**config.mk**
```make
export PLATFORM = sky130hd
export DESIGN_NAME = lci_mul
export DESIGN_NICKNAME = d
export VERILOG_FILES = /design/src/rtl/lci_mul.sv
export SDC_FILE = /design/constraint.sdc
export NUM_CORES = 2
export LEC_CHECK = 0
export ABC_CLOCK_PERIOD_IN_PS = 10600
export BUFFER_PORTS_ARGS = -buffer_cell sky130_fd_sc_hd__buf_2
export CORE_AREA = 2 2 260 262
export CTS_CLUSTER_SIZE = 40
export DETAILED_ROUTE_END_ITERATION = 7
export DIE_AREA = 0 0 262 264
export GPL_TIMING_DRIVEN = 0
export PLACE_DENSITY = 0.83
export SETUP_SLACK_MARGIN = 0.2
export SLEW_MARGIN = 20
export SYNTH_ARGS = -nofsm -noshare
export SYNTH_HDL_FRONTEND = slang
export SYNTH_SLANG_ARGS = --single-unit
```
**constraint.sdc**
```tcl
create_clock -name clk -period 10.6 [get_ports clk]
set_input_delay 2.65 -clock clk [delete_from_list [all_inputs] [get_ports clk]]
set_output_delay 2.65 -clock clk [all_outputs]
set_load 0.02 [all_outputs]
```
**src/rtl/lci_mul.sv**
```systemverilog
// Two-stage pipelined signed multiplier built from 32-bit partial products.
`default_nettype none

module lci_mul #(
    parameter int AW = 33,
    parameter int BW = 33
) (
    input  logic                   clk,
    input  logic                   en,
    input  logic signed [AW-1:0]   a,
    input  logic signed [BW-1:0]   b,
    output logic signed [AW+BW-1:0] p
);
    localparam int LW  = 32;
    localparam int AHW = AW - LW;
    localparam int BHW = BW - LW;
    localparam int PW  = AW + BW;

    logic        [LW-1:0]      a_lo;
    logic        [LW-1:0]      b_lo;
    logic signed [AHW-1:0]     a_hi;
    logic signed [BHW-1:0]     b_hi;

    logic        [2*LW-1:0]    ll_reg;
    logic signed [AHW+LW:0]    hl_reg;
    logic signed [BHW+LW:0]    lh_reg;
    logic signed [AHW+BHW-1:0] hh_reg;
    logic        [PW-1:0]      p_reg;

    assign a_lo = a[LW-1:0];
    assign b_lo = b[LW-1:0];
    assign a_hi = a[AW-1:LW];
    assign b_hi = b[BW-1:LW];

    // Stage one: partial products.
    always_ff @(posedge clk)
    begin
        if (en)
        begin
            ll_reg <= a_lo * b_lo;
            hl_reg <= a_hi * $signed({1'b0, b_lo});
            lh_reg <= b_hi * $signed({1'b0, a_lo});
            hh_reg <= a_hi * b_hi;
        end
    end

    // Stage two: align and sum.
    always_ff @(posedge clk)
    begin
        if (en)
        begin
            p_reg <= (PW'(hh_reg) << (2 * LW)) + (PW'(hl_reg) << LW)
                   + (PW'(lh_reg) << LW) + PW'(ll_reg);
        end
    end

    assign p = $signed(p_reg);

endmodule

`default_nettype wire

```
* Yosys cells after proc, flatten, opt, wreduce, memory -nomap -nowiden *
Cells that the tools add are included.

storage, ports and cells
  flip-flop bits (word level) = 200
  bits of input ports = 68
  output and inout port bits = 66

operators by class
  multiply operators = 4
  add/sub/neg operators = 3

operator list
  kind              count
  $add A66 B66 Y66  2
  $mul A1 B33 Y34   2
  $add A66 B64 Y66  1
  $mul A32 B32 Y64  1
  $mul A1 B1 Y2     1

* Depth between registers and ports, before layout *
  depth after elaboration = 3
  gate-level depth with buffers = 30
  mapped depth without buffers = 27

* Worst setup path before layout *
OpenSTA, ideal clock, no wires.

  path type = input to register
  start point = input port a[29]
  end point = register ll_reg[57], data pin
  stages on the path = 24
  path buffers = 3
  arrival time = 9582 ps
  setup slack = 751 ps
  path through = clkbuf_1 > clkbuf_1 > nand2_1 > fa_1 > inv_1 > fa_1 > inv_1 > fa_1 > fa_1 > inv_1 > fa_1 > fa_1 > fa_1 > fa_1 > ha_1 > clkbuf_1 > nand2_1 > or4_1 > o31a_1 > o211ai_1 > a41oi_1 > nor3_1 > nor3_1 > nand4b_1

on the way
  word-level cells in the longest chain between the ends = 1

RTL lines
  what                    line  source
  start: declaration      10    input logic signed [AW-1:0] a,
  $mul A32 B32 Y64        40    ll_reg <= a_lo * b_lo;
  end signal: assignment  40
  end: declaration        24    logic [2*LW-1:0] ll_reg;

No other way between the ends.
A chain may end at the register's enable or synchronous reset.

* Worst setup path after layout *
  start point = input port a[10]
  end point = register ll_reg[63], data pin

The elaborated chain is that of the path after synthesis.

==> impl_results.html <==
<table>
<tr><th>Metric</th><th>Value</th></tr>
<tr><th colspan="2">Outcome</th></tr>
<tr><td>Status</td><td>finished, violations left</td></tr>
<tr><td>Violations in the final reports</td><td>DRC</td></tr>
<tr><th colspan="2">Clocking</th></tr>
<tr><td>Number of buffers between clock root and the deepest sink</td><td>2</td></tr>
<tr><td>CTS tree</td><td>yes</td></tr>
<tr><td>Clock buffers created by TritonCTS</td><td>17</td></tr>
<tr><td>Hold buffers post-CTS</td><td>0</td></tr>
<tr><td>CTS HTree Levels</td><td>4</td></tr>
<tr><td>Skew-Pair Late Insertion Delay</td><td>470 ps</td></tr>
<tr><td>Clock sink count</td><td>200</td></tr>
<tr><td>Clock edge transition at the registers on the reported setup and hold paths</td><td>100 ps</td></tr>
<tr><td>Cell at the root of the clock tree</td><td>sky130_fd_sc_hd__clkbuf_16</td></tr>
<tr><th colspan="2">Logic synthesis</th></tr>
<tr><td>Share of the yosys chip area belonging to registers</td><td>13.8%</td></tr>
<tr><td>Asr flop ratio synth</td><td>0%</td></tr>
<tr><td>Number of synthesis warnings</td><td>0</td></tr>
<tr><td>EDFF count, synth</td><td>200</td></tr>
<tr><td>Netlist area before placement</td><td>43500 µm²</td></tr>
<tr><td>Predominant post-synthesis flop cell</td><td>sky130_fd_sc_hd__edfxtp_1</td></tr>
<tr><td>Count of different cell masters after synthesis</td><td>78</td></tr>
<tr><td>Yosys reg bits</td><td>200</td></tr>
<tr><td>Mapped Avg Cell Area</td><td>9.71 µm²</td></tr>
<tr><td>Number of nets produced by synthesis</td><td>5771</td></tr>
<tr><td>Synthesized netlist cell count</td><td>4476</td></tr>
<tr><th colspan="2">Layout</th></tr>
<tr><td>Final non-filler cell total</td><td>5501</td></tr>
<tr><td>Area growth syn-to-layout</td><td>6.95%</td></tr>
<tr><td>Fraction of layout instances using a drive strength above 1</td><td>8.38%</td></tr>
<tr><td>Number of nets in the layout</td><td>5876</td></tr>
<tr><td>Number of flip-flops under the largest register name</td><td>66</td></tr>
<tr><th colspan="2">Job</th></tr>
<tr><td>Maximum Capacitance Violations</td><td>0</td></tr>
<tr><th colspan="2">Timing</th></tr>
<tr><td>Clock Skews</td><td>12.3 ps</td></tr>
<tr><td>Timing-limited maximum frequency</td><td>95.8 MHz</td></tr>
<tr><td>RSZ-0062 raised after global routing</td><td>false</td></tr>
<tr><td>Final Hold Violating Endpoints</td><td>0</td></tr>
<tr><td>Setup-violating endpoint count in the final report</td><td>0</td></tr>
<tr><td>Final cycle utilization of the critical path</td><td>98.5%</td></tr>
<tr><td>Period minus WS final</td><td>10440 ps</td></tr>
<tr><td>Count of pins over their slew limit</td><td>0</td></tr>
<tr><td>Normalized max-slew margin</td><td>21.2%</td></tr>
<tr><td>Worst Tran Pin Value</td><td>1180 ps</td></tr>
<tr><td>Worst Hold Margin</td><td>417 ps</td></tr>
<tr><th colspan="2">Floorplanning</th></tr>
<tr><td>Die Height</td><td>264 µm</td></tr>
<tr><td>DIE AREA</td><td>69200 µm²</td></tr>
<tr><td>Number of placed I/O pins</td><td>134</td></tr>
<tr><td>Horiz. Die Dim</td><td>262 µm</td></tr>
<tr><td>Effective utilization at floorplan</td><td>65.3%</td></tr>
<tr><td># rows</td><td>95</td></tr>
<tr><td>Core area</td><td>66600 µm²</td></tr>
<tr><th colspan="2">Global routing</th></tr>
<tr><td>Maximum number of pins on one net before global-route repair</td><td>111</td></tr>
<tr><td>Global-route usage over all layers</td><td>47.3%</td></tr>
<tr><td>Total overflow reported by the global router</td><td>0</td></tr>
<tr><td>Wire length of the first global-routing pass</td><td>230 mm</td></tr>
<tr><td>Number of global-route vias before repair</td><td>35700</td></tr>
<tr><td>Antenna violations before repair</td><td>31</td></tr>
<tr><th colspan="2">Setup path</th></tr>
<tr><td>Worst endpoint required time</td><td>10830 ps</td></tr>
<tr><td>Crit path capture type</td><td>register</td></tr>
<tr><td>Critical Setup Path Class</td><td>primary input to register</td></tr>
<tr><td>Crit Path Max Fanout</td><td>10</td></tr>
<tr><td>WP data arrival</td><td>10670 ps</td></tr>
<tr><td>Worst setup SP type</td><td>primary input</td></tr>
<tr><th colspan="2">Route</th></tr>
<tr><td>Met2 WL</td><td>66.8 mm</td></tr>
<tr><td># DRC</td><td>1</td></tr>
<tr><td>DRT antenna net count</td><td>0</td></tr>
<tr><td>Routed wire length per instance</td><td>28.9 µm</td></tr>
<tr><td>Count of TritonRoute iterations in the first routing pass</td><td>8</td></tr>
<tr><td>First DRT Iteration DRCs</td><td>4803</td></tr>
<tr><td>WL met1</td><td>51.1 mm</td></tr>
<tr><td>Routed wl met3</td><td>25.2 mm</td></tr>
<tr><td>Mean number of vias per cell</td><td>6.33</td></tr>
<tr><td>Vias</td><td>34800</td></tr>
<tr><td>Top routing layer used</td><td>met5</td></tr>
<tr><td>Wirelength, routed</td><td>159 mm</td></tr>
<tr><th colspan="2">Placement</th></tr>
<tr><td>Count of placed standard cells including taps</td><td>5437</td></tr>
<tr><td>Post-detail-place hpwl</td><td>124 mm</td></tr>
<tr><td>Final weighted congestion in routability-driven placement</td><td>1.10</td></tr>
<tr><td>Number of port buffers</td><td>87</td></tr>
<tr><th colspan="2">Worst hold path</th></tr>
<tr><td>Path type of the worst min-delay path</td><td>register to register</td></tr>
</table>
[metal layers]
metal | track usage (%) | up-vias
li1 | - | 13800
met1 | 57.3 | 17100
met2 | 67.5 | 3053
met3 | 20.2 | 898
met4 | 34.3 | 16
met5 | 0 | -
[synth_stat cells (all sizes together) (4+ instances only)]
| library cell | instances | area (µm²) |
|---|---|---|
| or4 | 8 | 63.8 |
| fa | 930 | 18600 |
| and3 | 27 | 169 |
| ha | 297 | 3720 |
| o21bai | 17 | 128 |
| xnor2 | 91 | 797 |
| nor4 | 11 | 87.6 |
| nand4 | 15 | 100 |
| o211ai | 10 | 75.1 |
| nor2b | 27 | 169 |
| nor4b | 4 | 80.1 |
| nand2 | 507 | 1910 |
| buf | 11 | 55.1 |
| o2111ai | 4 | 35.0 |
| o21ai | 65 | 329 |
| nor3 | 42 | 226 |
| nand3 | 30 | 150 |
| a21oi | 112 | 561 |
| xor2 | 38 | 333 |
| o31a | 4 | 35.0 |
| edfxtp | 200 | 6010 |
| o22ai | 5 | 31.3 |
| a21o | 31 | 233 |
| inv | 887 | 3330 |
| nand2b | 23 | 144 |
| a31oi | 9 | 56.3 |
| o31ai | 5 | 37.5 |
| or2 | 4 | 27.5 |
| or3 | 15 | 98.8 |
| and2 | 630 | 3940 |
| o21a | 20 | 150 |
| a211oi | 13 | 103 |
| clkbuf | 258 | 968 |
| nor2 | 80 | 308 |
[critical path, stage by stage]
cell and delay, ps:
sky130_fd_sc_hd__clkbuf_2 270, sky130_fd_sc_hd__clkbuf_4 440, sky130_fd_sc_hd__nand2_1 140, sky130_fd_sc_hd__fa_1 530, sky130_fd_sc_hd__inv_1 60, sky130_fd_sc_hd__fa_1 510, sky130_fd_sc_hd__fa_1 560, sky130_fd_sc_hd__fa_1 510
sky130_fd_sc_hd__fa_1 540, sky130_fd_sc_hd__fa_1 620, sky130_fd_sc_hd__fa_1 480, sky130_fd_sc_hd__fa_1 490, sky130_fd_sc_hd__ha_2 450, sky130_fd_sc_hd__nand2_1 180, sky130_fd_sc_hd__nor4_2 320, sky130_fd_sc_hd__nand2_1 160
sky130_fd_sc_hd__nor2_2 220, sky130_fd_sc_hd__o2111ai_4 290, sky130_fd_sc_hd__a211oi_4 420, sky130_fd_sc_hd__o21bai_2 180, sky130_fd_sc_hd__o21a_1 260, sky130_fd_sc_hd__o311a_1 350
[path summary, 6_finish.rpt]
| kind | from | to | slack [ps] | depth (start not counted) |
|---|---|---|---|---|
| hold reg to reg | ll_reg[3]$_DFFE_PP_ | p[3]$_DFFE_PP_ | 420 | 0 |
| setup / recovery | a[10] | ll_reg[63]$_DFFE_PP_ | 160 | 22 |
| hold / removal | ll_reg[3]$_DFFE_PP_ | p[3]$_DFFE_PP_ | 420 | 0 |
| setup reg to reg | ll_reg[33]$_DFFE_PP_ | p[61]$_DFFE_PP_ | 6430 | 13 |
[cells in the final DEF, fill, tap and decap left out, drive strengths merged, types with 5 or more instances in the layout]
| cell | netlist | layout |
|---|---|---|
| and2 | 630 | 630 |
| o22ai | 5 | 5 |
| clkbuf | 258 | 216 |
| nor4 | 11 | 11 |
| diode | 0 | 34 |
| ha | 297 | 297 |
| buf | 11 | 155 |
| o31ai | 5 | 5 |
| nand3 | 30 | 30 |
| fa | 930 | 930 |
| and3 | 27 | 27 |
| edfxtp | 200 | 200 |
| a211oi | 13 | 13 |
| xor2 | 38 | 38 |
| inv | 887 | 899 |
| xnor2 | 91 | 91 |
| a21oi | 112 | 112 |
| a31oi | 9 | 9 |
| nand4 | 15 | 15 |
| a21o | 31 | 31 |
| o21bai | 17 | 17 |
| nor2b | 27 | 27 |
| nand2b | 23 | 23 |
| o21a | 20 | 20 |
| or3 | 15 | 15 |
| or4 | 8 | 8 |
| nor2 | 80 | 80 |
| nor3 | 42 | 42 |
| o21ai | 65 | 65 |
| o211ai | 10 | 10 |
| nand2 | 507 | 507 |
[cell families after synthesis]
family                   count (synthesis)  share of synthesized area, %
other                                    1                       0.00863
adder cells (fa/ha/maj)               1227                          51.4
multiplexers                             2                        0.0460
flip-flops                             200                          13.8
AND/OR/NAND/NOR                       1436                          17.4
AO/OA/AOI/OAI                          325                          4.70
XOR/XNOR                               129                          2.60
buffers and inverters                 1156                          10.0
[stage by stage]
step | setup slack (ps) | utilization (%) | cell area [µm²] | TNS [ps]
after floorplan | 751 | - | 43500 | 0
after global placement | -1700 | 67.6 | 45000 | -32160
final | 161 | 69.9 | 46500 | 0
after CTS | 165 | 69.4 | 46200 | 0
after global routing | 173 | 69.7 | 46400 | 0
after detailed placement | -1640 | 67.7 | 45000 | -34780
[repair_timing]
item | CTS | global route
pin swaps | 2 | 1
cloned | 0 | 0
endpoints found under the setup margin | 36 | 25
resized for setup | 267 | 198
setup buffers | 1 | 0
endpoints found under the hold margin | 0 | 0
[layout make-up]
type | instances | area (µm²)
Antenna cell | 34 | 85.1
Clock inverter | 15 | 221
Multi-Input combinational cell | 3120 | 33200
Inverter | 887 | 3330
Clock buffer | 17 | 425
Buffer | 266 | 1610
Sequential cell | 200 | 6010
Tap cell | 873 | 1090
Timing Repair Buffer | 89 | 483
Fill cell | 5010 | 20100
Power is left out: the tool's default activity adds up to more than one toggle a clock period on the data nets, which glitch-free logic cannot reach.
